$ cat src/rtl/pxsc_pkg.sv
// ----------------------------------------------------------------------------
// pxsc_pkg
// Shared types and codes of the polyline slab chopper.
// ----------------------------------------------------------------------------
package pxsc_pkg;

   localparam logic OP_MOVE = 1'b0;
   localparam logic OP_LINE = 1'b1;

   localparam logic [1:0] REG_CHOP_ENABLE = 2'd0;
   localparam logic [1:0] REG_CLOSE_CHOPS = 2'd1;
   localparam logic [1:0] REG_SLAB_START  = 2'd2;
   localparam logic [1:0] REG_SLAB_END    = 2'd3;

   // boundary select for interpolation target
   localparam logic [1:0] XC_CROSS = 2'd0;
   localparam logic [1:0] XC_START = 2'd1;
   localparam logic [1:0] XC_END   = 2'd2;

   // line origin select
   localparam logic ORG_OUTSIDE = 1'b0;
   localparam logic ORG_LAST    = 1'b1;

   // y select for an emitted result
   localparam logic [1:0] YS_INTERP = 2'd0;
   localparam logic [1:0] YS_POINT  = 2'd1;

   typedef struct packed {
      logic       load;       // capture input item
      logic       interp_go;  // start interpolation
      logic       org;        // origin of the line
      logic [1:0] xc_sel;     // boundary target
      logic       emit;       // load result register
      logic       emit_cmd;
      logic [1:0] emit_xsel;  // XC_* or point when XC_END+1
      logic       emit_ypt;   // 1 use point y
      logic       emit_last;
      logic       upd_out;    // outside point <= input
      logic       upd_cross;  // crossing_x <= target boundary
      logic [1:0] cross_sel;
   } pxsc_cmd_type;

   typedef struct packed {
      logic op;
      logic left;
      logic outside;
      logic oflag;      // an outside point is pending
      logic out_left;   // stored outside point is left of slab
      logic out_right;
      logic x_eq_cross;
      logic near_eq_cross;
      logic interp_done;
      logic rsp_busy;
   } pxsc_stat_type;

   localparam logic [1:0] XS_POINT = 2'd3;

endpackage

$ cat src/rtl/pxsc_divider.sv
// ----------------------------------------------------------------------------
// pxsc_divider
// Restoring divider, one quotient bit a cycle.
// ----------------------------------------------------------------------------
module pxsc_divider
   import pxsc_pkg::*;
#(
   parameter int NUM_WIDTH = 64,
   parameter int DEN_WIDTH = 32
) (
   input  logic                 clock,
   input  logic                 reset,
   input  logic                 start,
   input  logic [NUM_WIDTH-1:0] numer,
   input  logic [DEN_WIDTH-1:0] denom,
   output logic                 done,
   output logic [NUM_WIDTH-1:0] quot
);
   localparam int CW = $clog2(NUM_WIDTH + 1);

   logic [NUM_WIDTH-1:0] num_ff, num_in;
   logic [NUM_WIDTH-1:0] q_ff, q_in;
   logic [DEN_WIDTH:0]   rem_ff, rem_in;
   logic [DEN_WIDTH-1:0] den_ff, den_in;
   logic [CW-1:0]        cnt_ff, cnt_in;
   logic                 busy_ff, busy_in;
   logic                 done_ff, done_in;
   logic [DEN_WIDTH:0]   trial;

   always_comb begin
      num_in  = num_ff;
      q_in    = q_ff;
      rem_in  = rem_ff;
      den_in  = den_ff;
      cnt_in  = cnt_ff;
      busy_in = busy_ff;
      done_in = 1'b0;
      trial   = {rem_ff[DEN_WIDTH-1:0], num_ff[NUM_WIDTH-1]};
      if (start) begin
         num_in  = numer;
         den_in  = denom;
         rem_in  = '0;
         q_in    = '0;
         cnt_in  = CW'(NUM_WIDTH);
         busy_in = 1'b1;
      end else if (busy_ff) begin
         num_in = num_ff << 1;
         if (trial >= {1'b0, den_ff}) begin
            rem_in = trial - {1'b0, den_ff};
            q_in   = {q_ff[NUM_WIDTH-2:0], 1'b1};
         end else begin
            rem_in = trial;
            q_in   = {q_ff[NUM_WIDTH-2:0], 1'b0};
         end
         cnt_in = cnt_ff - 1'b1;
         if (cnt_ff == CW'(1)) begin
            busy_in = 1'b0;
            done_in = 1'b1;
         end
      end
   end

   always_ff @(posedge clock) begin
      if (reset) begin
         busy_ff <= 1'b0;
         done_ff <= 1'b0;
         cnt_ff  <= '0;
      end else begin
         busy_ff <= busy_in;
         done_ff <= done_in;
         cnt_ff  <= cnt_in;
      end
      num_ff <= num_in;
      q_ff   <= q_in;
      rem_ff <= rem_in;
      den_ff <= den_in;
   end

   assign done = done_ff;
   assign quot = q_ff;
endmodule

$ cat src/rtl/pxsc_datapath.sv
// ----------------------------------------------------------------------------
// pxsc_datapath
// Coordinate registers, slab compares, interpolation and result register.
// ----------------------------------------------------------------------------
module pxsc_datapath
   import pxsc_pkg::*;
#(
   parameter int COORD_WIDTH = 32
) (
   input  logic                   clock,
   input  logic                   reset,
   input  pxsc_cmd_type           cmd,
   output pxsc_stat_type          stat,
   input  logic                   req_operation,
   input  logic [COORD_WIDTH-1:0] req_point_x,
   input  logic [COORD_WIDTH-1:0] req_point_y,
   input  logic                   csr_valid,
   input  logic [1:0]             csr_index,
   input  logic [31:0]            csr_data,
   output logic                   chop_enable,
   output logic                   close_flag,
   input  logic                   rsp_ready,
   output logic                   rsp_valid,
   output logic                   rsp_command,
   output logic [COORD_WIDTH-1:0] rsp_out_x,
   output logic [COORD_WIDTH-1:0] rsp_out_y,
   output logic                   rsp_last_of_run
);
   localparam int CW = COORD_WIDTH;
   localparam int PW = 2 * CW + 2;
   localparam int HW = CW / 2 + 1;
   localparam logic signed [CW-1:0] CMAX = {1'b0, {(CW-1){1'b1}}};
   localparam logic signed [CW-1:0] CMIN = {1'b1, {(CW-1){1'b0}}};

   logic                 chop_ff, close_ff, crossed_ff;
   logic signed [CW-1:0] start_ff, end_ff;
   logic                 op_ff;
   logic signed [CW-1:0] px_ff, py_ff;
   logic signed [CW-1:0] ox_ff, oy_ff, cx_ff, lx_ff, ly_ff;
   logic                 oflag_ff, oflag_in;

   // interpolation sequencer
   localparam logic [2:0] I_IDLE = 3'd0, I_MUL0 = 3'd1, I_MUL1 = 3'd2,
                          I_MUL2 = 3'd3, I_MUL3 = 3'd4, I_DIV = 3'd5, I_SUM = 3'd6;
   logic [2:0]           ist_ff, ist_in;
   logic [CW:0]          my_ff, mc_ff, mx_ff;
   logic                 neg_ff, vert_ff;
   logic signed [CW-1:0] y0_ff;
   logic [PW-1:0]        prod_ff, prod_in;
   logic [1:0]           pidx_ff;
   logic signed [CW-1:0] iy_ff, iy_in;
   logic                 idone_ff, idone_in;
   logic                 dstart;
   logic                 ddone;
   logic [PW-1:0]        dquot;

   logic signed [CW-1:0] ax, ay, xc;
   logic signed [CW:0]   dy, dc, dx;
   logic [HW-1:0]        pa, pb;
   logic [2*HW-1:0]      pp;
   logic [PW-1:0]        sh;
   logic signed [CW+1:0] sum;

   always_ff @(posedge clock) begin
      if (reset) begin
         chop_ff  <= 1'b0;
         close_ff <= 1'b0;
         start_ff <= '0;
         end_ff   <= '0;
      end else if (csr_valid) begin
         unique case (csr_index)
            REG_CHOP_ENABLE: chop_ff  <= csr_data[0];
            REG_CLOSE_CHOPS: close_ff <= csr_data[0];
            REG_SLAB_START:  start_ff <= CW'(signed'(csr_data));
            REG_SLAB_END:    end_ff   <= CW'(signed'(csr_data));
            default: ;
         endcase
      end
   end
   assign chop_enable = chop_ff;
   assign close_flag  = close_ff & crossed_ff;

   always_ff @(posedge clock) begin
      if (cmd.load) begin
         op_ff <= req_operation;
         px_ff <= req_point_x;
         py_ff <= req_point_y;
      end
   end

   function automatic logic signed [CW-1:0] bsel(input logic [1:0] s,
         input logic signed [CW-1:0] c, input logic signed [CW-1:0] a,
         input logic signed [CW-1:0] b, input logic signed [CW-1:0] p);
      case (s)
         XC_CROSS: bsel = c;
         XC_START: bsel = a;
         XC_END:   bsel = b;
         default:  bsel = p;
      endcase
   endfunction

   logic left, outside;
   assign left    = px_ff < start_ff;
   assign outside = left || (px_ff > end_ff);

   assign stat.op            = op_ff;
   assign stat.left          = left;
   assign stat.outside       = outside;
   assign stat.oflag         = oflag_ff;
   assign stat.out_left      = oflag_ff && (ox_ff < start_ff);
   assign stat.out_right     = oflag_ff && (ox_ff > end_ff);
   assign stat.x_eq_cross    = px_ff == cx_ff;
   assign stat.near_eq_cross = (left ? end_ff : start_ff) == cx_ff;
   assign stat.interp_done   = idone_ff;
   assign stat.rsp_busy      = rsp_valid && !rsp_ready;

   // state updates
   always_comb begin
      oflag_in = oflag_ff;
      if (cmd.upd_out) oflag_in = outside;
   end

   always_ff @(posedge clock) begin
      if (reset) begin
         oflag_ff   <= 1'b0;
         crossed_ff <= 1'b0;
         ox_ff <= '0; oy_ff <= '0; cx_ff <= '0; lx_ff <= '0; ly_ff <= '0;
      end else begin
         oflag_ff <= oflag_in;
         if (cmd.upd_out && outside) begin
            ox_ff <= px_ff;
            oy_ff <= py_ff;
         end
         if (cmd.upd_cross) begin
            cx_ff <= bsel(cmd.cross_sel, cx_ff, start_ff, end_ff, px_ff);
            if (op_ff == OP_LINE) crossed_ff <= 1'b1;
         end
         if (cmd.emit) begin
            lx_ff <= bsel(cmd.emit_xsel, cx_ff, start_ff, end_ff, px_ff);
            ly_ff <= cmd.emit_ypt ? py_ff : iy_ff;
         end
      end
   end

   // interpolation: |dy|*|dc| by four half-width partial products, then divide
   assign ax = (cmd.org == ORG_LAST) ? lx_ff : ox_ff;
   assign ay = (cmd.org == ORG_LAST) ? ly_ff : oy_ff;
   assign xc = bsel(cmd.xc_sel, cx_ff, start_ff, end_ff, px_ff);
   assign dy = (CW+1)'(py_ff) - (CW+1)'(ay);
   assign dc = (CW+1)'(xc) - (CW+1)'(ax);
   assign dx = (CW+1)'(px_ff) - (CW+1)'(ax);

   always_comb begin
      pa = pidx_ff[0] ? HW'(my_ff >> HW) : my_ff[HW-1:0];
      pb = pidx_ff[1] ? HW'(mc_ff >> HW) : mc_ff[HW-1:0];
      pp = pa * pb;
      sh = PW'(pp) << (HW * (32'(pidx_ff[0]) + 32'(pidx_ff[1])));
   end

   assign sum = neg_ff ? (CW+2)'(y0_ff) - (CW+2)'(dquot)
                       : (CW+2)'(y0_ff) + (CW+2)'(dquot);
   assign dstart = (ist_ff == I_MUL3);

   always_comb begin
      ist_in   = ist_ff;
      prod_in  = prod_ff;
      iy_in    = iy_ff;
      idone_in = 1'b0;
      unique case (ist_ff)
         I_IDLE: if (cmd.interp_go) ist_in = I_MUL0;
         I_MUL0: begin prod_in = sh;           ist_in = I_MUL1; end
         I_MUL1: begin prod_in = prod_ff + sh; ist_in = I_MUL2; end
         I_MUL2: begin prod_in = prod_ff + sh; ist_in = I_MUL3; end
         I_MUL3: begin prod_in = prod_ff + sh; ist_in = I_DIV;  end
         I_DIV:  if (ddone) ist_in = I_SUM;
         I_SUM: begin
            // a quotient of 2^CW or more saturates, unless the line is vertical
            if (vert_ff) iy_in = y0_ff;
            else if (dquot[PW-1:CW] != '0) iy_in = neg_ff ? CMIN : CMAX;
            else if (sum > (CW+2)'(CMAX)) iy_in = CMAX;
            else if (sum < (CW+2)'(CMIN)) iy_in = CMIN;
            else iy_in = CW'(sum);
            idone_in = 1'b1;
            ist_in   = I_IDLE;
         end
         default: ist_in = I_IDLE;
      endcase
   end

   always_ff @(posedge clock) begin
      if (reset) begin
         ist_ff   <= I_IDLE;
         idone_ff <= 1'b0;
         pidx_ff  <= '0;
      end else begin
         ist_ff   <= ist_in;
         idone_ff <= idone_in;
         if (ist_ff == I_IDLE) pidx_ff <= '0;
         else if (ist_ff != I_DIV && ist_ff != I_SUM) pidx_ff <= pidx_ff + 1'b1;
      end
      prod_ff <= prod_in;
      iy_ff   <= iy_in;
      if (ist_ff == I_IDLE && cmd.interp_go) begin
         my_ff   <= dy[CW] ? (CW+1)'(-dy) : dy;
         mc_ff   <= dc[CW] ? (CW+1)'(-dc) : dc;
         mx_ff   <= dx[CW] ? (CW+1)'(-dx) : dx;
         neg_ff  <= dy[CW] ^ dc[CW] ^ dx[CW];
         vert_ff <= dx == '0;
         y0_ff   <= ay;
      end
   end

   pxsc_divider #(.NUM_WIDTH(PW), .DEN_WIDTH(CW+1)) u_div (
      .clock (clock),
      .reset (reset),
      .start (dstart),
      .numer (prod_in),
      .denom (mx_ff),
      .done  (ddone),
      .quot  (dquot)
   );

   // result register
   logic rv_ff;
   always_ff @(posedge clock) begin
      if (reset) rv_ff <= 1'b0;
      else if (cmd.emit) rv_ff <= 1'b1;
      else if (rsp_ready) rv_ff <= 1'b0;
      if (cmd.emit) begin
         rsp_command     <= cmd.emit_cmd;
         rsp_out_x       <= bsel(cmd.emit_xsel, cx_ff, start_ff, end_ff, px_ff);
         rsp_out_y       <= cmd.emit_ypt ? py_ff : iy_ff;
         rsp_last_of_run <= cmd.emit_last;
      end
   end
   assign rsp_valid = rv_ff;
endmodule

$ cat src/rtl/pxsc_control.sv
// ----------------------------------------------------------------------------
// pxsc_control
// Sequencer: decides the chopping case and steps emits and interpolations.
// ----------------------------------------------------------------------------
module pxsc_control
   import pxsc_pkg::*;
(
   input  logic          clock,
   input  logic          reset,
   input  logic          req_valid,
   output logic          req_ready,
   input  logic          chop_enable,
   input  logic          close_flag,
   input  pxsc_stat_type stat,
   output pxsc_cmd_type  cmd
);
   localparam logic [3:0] S_IDLE = 4'd0, S_DECIDE = 4'd1, S_WAIT = 4'd2,
                          S_EMIT = 4'd3, S_DONE = 4'd4;

   // step codes
   localparam logic [2:0] K_PASS = 3'd0, K_EXIT = 3'd1, K_REENTRY = 3'd2,
                          K_REPT = 3'd3, K_J0 = 3'd4, K_J1 = 3'd5, K_J2 = 3'd6;

   logic [3:0] st_ff, st_in;
   logic [2:0] k_ff, k_in;
   logic       jump;
   logic [1:0] bx, nb;

   assign bx   = stat.left ? XC_START : XC_END;
   assign nb   = stat.left ? XC_END : XC_START;
   assign jump = (stat.out_left && !stat.left) || (stat.out_right && stat.left);

   always_comb begin
      st_in = st_ff;
      k_in  = k_ff;
      cmd   = '0;
      cmd.org       = ORG_OUTSIDE;
      cmd.xc_sel    = XC_CROSS;
      cmd.emit_xsel = XS_POINT;
      cmd.cross_sel = bx;
      req_ready = (st_ff == S_IDLE);
      unique case (st_ff)
         S_IDLE: if (req_valid) begin
            cmd.load = 1'b1;
            st_in    = S_DECIDE;
         end
         S_DECIDE: begin
            if (!chop_enable || (stat.op == OP_MOVE && !stat.outside)
                || (stat.op == OP_LINE && !stat.outside && !stat.oflag)) begin
               k_in = K_PASS;
               st_in = S_EMIT;
               if (chop_enable) cmd.upd_out = 1'b1;
            end else if (stat.op == OP_MOVE) begin
               cmd.upd_out   = 1'b1;
               cmd.upd_cross = 1'b1;
               st_in = S_DONE;
            end else if (stat.outside && !stat.oflag) begin
               k_in = K_EXIT;
               cmd.interp_go = 1'b1;
               cmd.org = ORG_LAST;
               cmd.xc_sel = bx;
               st_in = S_WAIT;
            end else if (stat.outside && !jump) begin
               cmd.upd_out = 1'b1;
               st_in = S_DONE;
            end else if (stat.outside) begin
               k_in = K_J0;
               cmd.interp_go = 1'b1;
               st_in = S_WAIT;
            end else begin
               k_in = K_REENTRY;
               cmd.interp_go = 1'b1;
               st_in = S_WAIT;
            end
         end
         S_WAIT: if (stat.interp_done) st_in = S_EMIT;
         S_EMIT: if (!stat.rsp_busy) begin
            cmd.emit = 1'b1;
            unique case (k_ff)
               K_PASS: begin
                  cmd.emit_cmd  = chop_enable ? stat.op : stat.op;
                  cmd.emit_ypt  = 1'b1;
                  cmd.emit_last = 1'b1;
                  st_in = S_DONE;
               end
               K_EXIT: begin
                  cmd.emit_cmd  = OP_LINE;
                  cmd.emit_xsel = bx;
                  cmd.emit_last = 1'b1;
                  cmd.upd_out   = 1'b1;
                  cmd.upd_cross = 1'b1;
                  st_in = S_DONE;
               end
               K_REENTRY: begin
                  cmd.emit_cmd  = close_flag;
                  cmd.emit_xsel = XC_CROSS;
                  cmd.emit_last = stat.x_eq_cross;
                  cmd.upd_out   = stat.x_eq_cross;
                  if (stat.x_eq_cross) st_in = S_DONE;
                  else begin
                     k_in = K_REPT;
                     st_in = S_EMIT;
                  end
               end
               K_REPT: begin
                  cmd.emit_cmd  = OP_LINE;
                  cmd.emit_ypt  = 1'b1;
                  cmd.emit_last = 1'b1;
                  cmd.upd_out   = 1'b1;
                  st_in = S_DONE;
               end
               K_J0: begin
                  cmd.emit_cmd  = close_flag;
                  cmd.emit_xsel = XC_CROSS;
                  if (stat.near_eq_cross) begin
                     k_in = K_J2;
                     cmd.interp_go = 1'b1;
                     cmd.xc_sel = bx;
                  end else begin
                     k_in = K_J1;
                     cmd.interp_go = 1'b1;
                     cmd.xc_sel = nb;
                  end
                  st_in = S_WAIT;
               end
               K_J1: begin
                  cmd.emit_cmd  = OP_LINE;
                  cmd.emit_xsel = nb;
                  k_in = K_J2;
                  cmd.interp_go = 1'b1;
                  cmd.xc_sel = bx;
                  st_in = S_WAIT;
               end
               default: begin
                  cmd.emit_cmd  = OP_LINE;
                  cmd.emit_xsel = bx;
                  cmd.emit_last = 1'b1;
                  cmd.upd_out   = 1'b1;
                  cmd.upd_cross = 1'b1;
                  st_in = S_DONE;
               end
            endcase
         end
         S_DONE: st_in = S_IDLE;
         default: st_in = S_IDLE;
      endcase
   end

   always_ff @(posedge clock) begin
      if (reset) begin
         st_ff <= S_IDLE;
         k_ff  <= K_PASS;
      end else begin
         st_ff <= st_in;
         k_ff  <= k_in;
      end
   end
endmodule

$ cat src/rtl/polyline_x_slab_chopper.sv
// ----------------------------------------------------------------------------
// polyline_x_slab_chopper
// Clips a stream of move-to/line-to commands to a vertical slab.
// ----------------------------------------------------------------------------
// Usage:
//   req_* carries one path command per transaction; rsp_* returns zero to
//   three commands for it, the final one flagged by rsp_last_of_run.
//   csr_* writes registers: 0 chop enable, 1 close chops, 2 slab start x,
//   3 slab end x. Write only while the block is idle.
// Timing:
//   One item at a time. Each boundary interpolation runs a partial-product
//   multiply and a bit-serial divide of the 2*COORD_WIDTH+2 bit product;
//   an item needs up to three of them, one after the other.
// Reset:
//   Synchronous, active high; clears registers, path state and the result
//   register.
// Stall:
//   A result waits in the output register; the sequencer holds until it is
//   taken, so no result is lost while rsp_ready is low.
// ----------------------------------------------------------------------------
module polyline_x_slab_chopper
   import pxsc_pkg::*;
#(
   parameter int COORD_WIDTH = 32
) (
   input  logic                   clock,
   input  logic                   reset,
   input  logic                   req_valid,
   output logic                   req_ready,
   input  logic                   req_operation,
   input  logic [COORD_WIDTH-1:0] req_point_x,
   input  logic [COORD_WIDTH-1:0] req_point_y,
   output logic                   rsp_valid,
   input  logic                   rsp_ready,
   output logic                   rsp_command,
   output logic [COORD_WIDTH-1:0] rsp_out_x,
   output logic [COORD_WIDTH-1:0] rsp_out_y,
   output logic                   rsp_last_of_run,
   input  logic                   csr_valid,
   output logic                   csr_ready,
   input  logic [1:0]             csr_index,
   input  logic [31:0]            csr_data
);
   pxsc_cmd_type  cmd;
   pxsc_stat_type stat;
   logic          chop_enable, close_flag;

   assign csr_ready = 1'b1;

   pxsc_control u_ctrl (
      .clock       (clock),
      .reset       (reset),
      .req_valid   (req_valid),
      .req_ready   (req_ready),
      .chop_enable (chop_enable),
      .close_flag  (close_flag),
      .stat        (stat),
      .cmd         (cmd)
   );

   pxsc_datapath #(.COORD_WIDTH(COORD_WIDTH)) u_dp (
      .clock           (clock),
      .reset           (reset),
      .cmd             (cmd),
      .stat            (stat),
      .req_operation   (req_operation),
      .req_point_x     (req_point_x),
      .req_point_y     (req_point_y),
      .csr_valid       (csr_valid),
      .csr_index       (csr_index),
      .csr_data        (csr_data),
      .chop_enable     (chop_enable),
      .close_flag      (close_flag),
      .rsp_ready       (rsp_ready),
      .rsp_valid       (rsp_valid),
      .rsp_command     (rsp_command),
      .rsp_out_x       (rsp_out_x),
      .rsp_out_y       (rsp_out_y),
      .rsp_last_of_run (rsp_last_of_run)
   );
endmodule
$ cat config.mk
export PLATFORM = sky130hd
export DESIGN_NAME = polyline_x_slab_chopper
export DESIGN_NICKNAME = d
export VERILOG_FILES = /design/src/rtl/pxsc_pkg.sv /design/src/rtl/pxsc_divider.sv /design/src/rtl/pxsc_datapath.sv /design/src/rtl/pxsc_control.sv /design/src/rtl/polyline_x_slab_chopper.sv
export SDC_FILE = /design/constraint.sdc
export NUM_CORES = 2
export LEC_CHECK = 0
export ABC_CLOCK_PERIOD_IN_PS = 48700
export BUFFER_PORTS_ARGS = -buffer_cell sky130_fd_sc_hd__buf_4
export CAP_MARGIN = 10
export CORE_MARGIN = 2
export CORE_UTILIZATION = 65
export DETAILED_ROUTE_END_ITERATION = 12
export HOLD_SLACK_MARGIN = 0.03
export PLACE_DENSITY_LB_ADDON = 0.15
export SYNTH_ARGS = -nofsm -noshare
export SYNTH_HDL_FRONTEND = slang
export SYNTH_SLANG_ARGS = --single-unit
$ cat constraint.sdc
create_clock -name clock -period 48.7 [get_ports clock]
set_clock_uncertainty 0.2 [all_clocks]
set_input_delay 4.87 -clock clock [delete_from_list [all_inputs] [get_ports clock]]
set_output_delay 4.87 -clock clock [all_outputs]
set_load 0.02 [all_outputs]
==> summary.md <==
| Metric | Value |
|---|---|
| Status | finished, final reports clean |
| Clock Tree Buf Depth | 3 |
| Mean Syn Cell Area | ~8.9 um^2 |
| Switching Power | between 1 and 1.5 mW |
| Setup TNS | 0 ps |
| DRT iter0 DRCs | between 6,000 and 7,000 |
| Min-Delay Path Class | reg -> reg |
| Clock edge transition at the registers on the reported setup and hold paths | 60 ps |
| Peak Freq | 83.33 MHz |
| Top FF cell, synth | dfxtp_1 |
| Core Util, Final | 70.98% |
| Clock Latency Late Sink | 730 ps |
| Slowest cell on crit path | o311ai_0 |
| Register area share after synthesis | 32.60% |
| RSZ-0062 raised after global routing | no |
| Top Ports | 173 |
| WS Path Type | reg -> reg |
| Vias in the first global route | between 50,000 and 60,000 |
| Site row count | 113 |
| Post-Layout Inst Area | just under 70,000 um^2 |
| Mapped Nets | ~8,000 |
| Antenna Nets Post-Route | 0 |
| CTS sink count | 810 |
| Max-cap violations | 0 |
| Hold WS | about 220 ps |
| Cts bufs inserted | just under 90 |
| Initial antenna violation count | 9 |
| Die area | a little under 100,000 um^2 |
| Fin worst setup slack | 36,700 ps |
| IO buf count | 171 |
| Sequential power share | 28.8% |
| Fin cells | 8,341 |
| Final Hold Viols | 0 |
| Crit-path max FO | 21 |
| Cell variety after synth | 98 |
| Share of post-route cells with drive strength above 1 | 8.136% |
| Syn Std Cell Area | 61,880 um^2 |
| Reg2Reg Setup Slack | 36,700 ps |
| Startpoint Class | flip-flop |
| CP peak stage delay | 800 ps |
| Pin count of the biggest net entering global routing | 136 |
| Postcts setup bufs | 0 |
| Total track usage | 39.99% |
| Pre-antenna DRT Iters | 9 |
| Hold_buf cts | 0 |
| Core box area | roughly 95,000 um^2 |
| Die Y | 312.5 um |
| PwrDens | 42.02 nW/um^2 |
| Arrival time at the worst endpoint | 12,260 ps |
| Die W | 312.5 um |
| Yosys reg bits | 810 |
| Clock H-tree levels | 3 |
| CTS tree | yes |
| Synth async-reset ratio | 0% |
| EDFF count, synth | 395 |
| Placement Setup Slack | 36,320 ps |
| Cells after Synth | 6,991 |
| Net count, final | ~7,800 |
| Static Leak | 28.17 nW |
| Worst-Margin Slew | 1220 ps |
| Final wirelength | 200,800 um |
| Slew HR | 18.17% |
| Synth warnings | 0 |
| Max VDD drop | 0.00004379 V |
| First-pass GRT wire length | 302,700 um |
| GP Congestion | 1.110 |
| Detailed Place HPWL | 150,000 um |
| Area growth from synthesis to layout | 8.664% |
| Logic pwr share | 46.0% |
| Resize count post-CTS | 0 |
| Vias per inst | between 6 and 7 |
| Via count | between 50,000 and 60,000 |
| Initial Utilization | between 60% and 70% |
| Crit-path most repeated cell | fa_1 |
| Max Slew Vio Count | 0 |
| GRT overflow | 0 |
| Clock power frac | 25.1% |
| Minimum clock period | 12,000 ps |
| Routed WL per cell | roughly 24 um |
| CP Capture Type | flip-flop |
| DP Area | around 64,000 um^2 |
| Crit path required time | 48,960 ps |
| Pwr Total | 2.825 mW |
| Switching share of power | slightly above 40% |
| Crit share post-route | 24.64% |
| Setup violators final | 0 |
| CTS root buf | clkbuf_16 |
| Placed Cells | 8,165 |
| Drt drc | 0 |
| Int Pwr | 1.658 mW |
[layout make-up]
type	instances	area, um^2
Antenna cell	9	22.52
Clock buffer	123	2539
Clock inverter	44	511.7
Fill cell	7315	27490
Inverter	576	2172
Multi-Input combinational cell	5262	38340
Sequential cell	810	20170
Tap cell	1265	1583
Timing Repair Buffer	252	1898
[state kept, by name (all words and copies together) (netlist names), 33 cells and up]
register,count
u_dp.u_div.num_ff,66
u_dp.mc_ff,33
u_dp.my_ff,33
u_dp.u_div.quot,66
u_dp.u_div.den_ff,33
u_dp.prod_ff,66
u_dp.mx_ff,33
u_dp.u_div.rem_ff,33
[kinds of logic (layout without fill, tap and decap cells)]
group | Yosys count | in the layout | synth area share [%]
and+or+nand+nor | 2151 | 2151 | 15.60
AOI/OAI and AO/OA | 1649 | 1649 | 17.59
buffers and inverters | 919 | 995 | 5.662
DFF | 810 | 810 | 32.60
adders and majority gates | 700 | 700 | 16.94
xor gates and xnor gates | 433 | 433 | 6.141
muxes | 328 | 328 | 5.460
other | 1 | 10 | 0.006060
[layer usage]
metal / GRT usage, % / wire, um / up-vias
met5: 0 / 17 / -
met4: 23.31 / 13780 / 4
met3: 7.744 / 19360 / 684
met2: 62.05 / 88840 / 2902
met1: 52.32 / 78840 / 25950
li1: - / - / 24670
[worst max-delay path, delay by kind of cell, from the launching register on]
kind | cells | cell delay (ps)
adders and majority gates | 8 | 3890
AOI/OAI and AO/OA | 14 | 3560
muxes | 2 | 1350
and+or+nand+nor | 7 | 1200
buffers and inverters | 7 | 900
DFF | 1 | 630
[synthesized netlist by cell type (77+ instances only)]
master	number	area (um^2)
a21o_1	177	1329
a21oi_1	508	2542
clkbuf_1	284	1066
dfxtp_1	415	8308
edfxtp_1	395	11860
fa_1	230	4604
ha_1	470	5881
inv_1	575	2158
mux2i_1	252	2522
nand2_1	755	2834
nand3_1	84	420.4
nand4_1	77	481.7
nor2_1	733	2751
nor3_1	130	650.6
o21ai_0	284	1421
xnor2_1	272	2382
xor2_1	160	1401
[final timing paths]
check	start	endpoint	cells past startpoint
hold reg to reg	u_dp.mx_ff[10]	u_dp.u_div.den_ff[10]	0
hold / removal	u_dp.mx_ff[10]	u_dp.u_div.den_ff[10]	0
setup / recovery	u_dp.pidx_ff[0]	u_dp.u_div.num_ff[65]	38
setup reg to reg	u_dp.pidx_ff[0]	u_dp.u_div.num_ff[65]	38
[cells in the final DEF, fill, tap and decap left out, drive strengths merged, types with 33 or more instances in the layout]
cell	netlist	final
a221o	43	43
and3	38	38
edfxtp	395	395
o21ai	286	286
and2	44	44
nor4	53	53
nor3	131	131
buf	57	251
a22oi	45	45
nand2b	62	62
a211oi	50	50
mux2	76	76
inv	576	578
nand2	755	755
a21o	177	177
xor2	160	160
fa	230	230
clkbuf	286	124
o211ai	33	33
nor2	733	733
o21bai	39	39
nand4	77	77
o21a	51	51
ha	470	470
dfxtp	415	415
nor2b	57	57
xnor2	273	273
a311oi	58	58
nand3	84	84
a21oi	530	530
mux2i	252	252
a31oi	74	74
[power groups by stage]
stage / registers [mW] / logic (mW) / clock network [mW]
after floorplan: 0.809 / 0.916 / 0
after global placement: 0.825 / 1.24 / 0
after detailed placement: 0.825 / 1.26 / 0
after CTS: 0.812 / 1.27 / 0.713
after global routing: 0.817 / 1.41 / 0.737
final: 0.815 / 1.30 / 0.711
(Power assumes the default switching activity.)
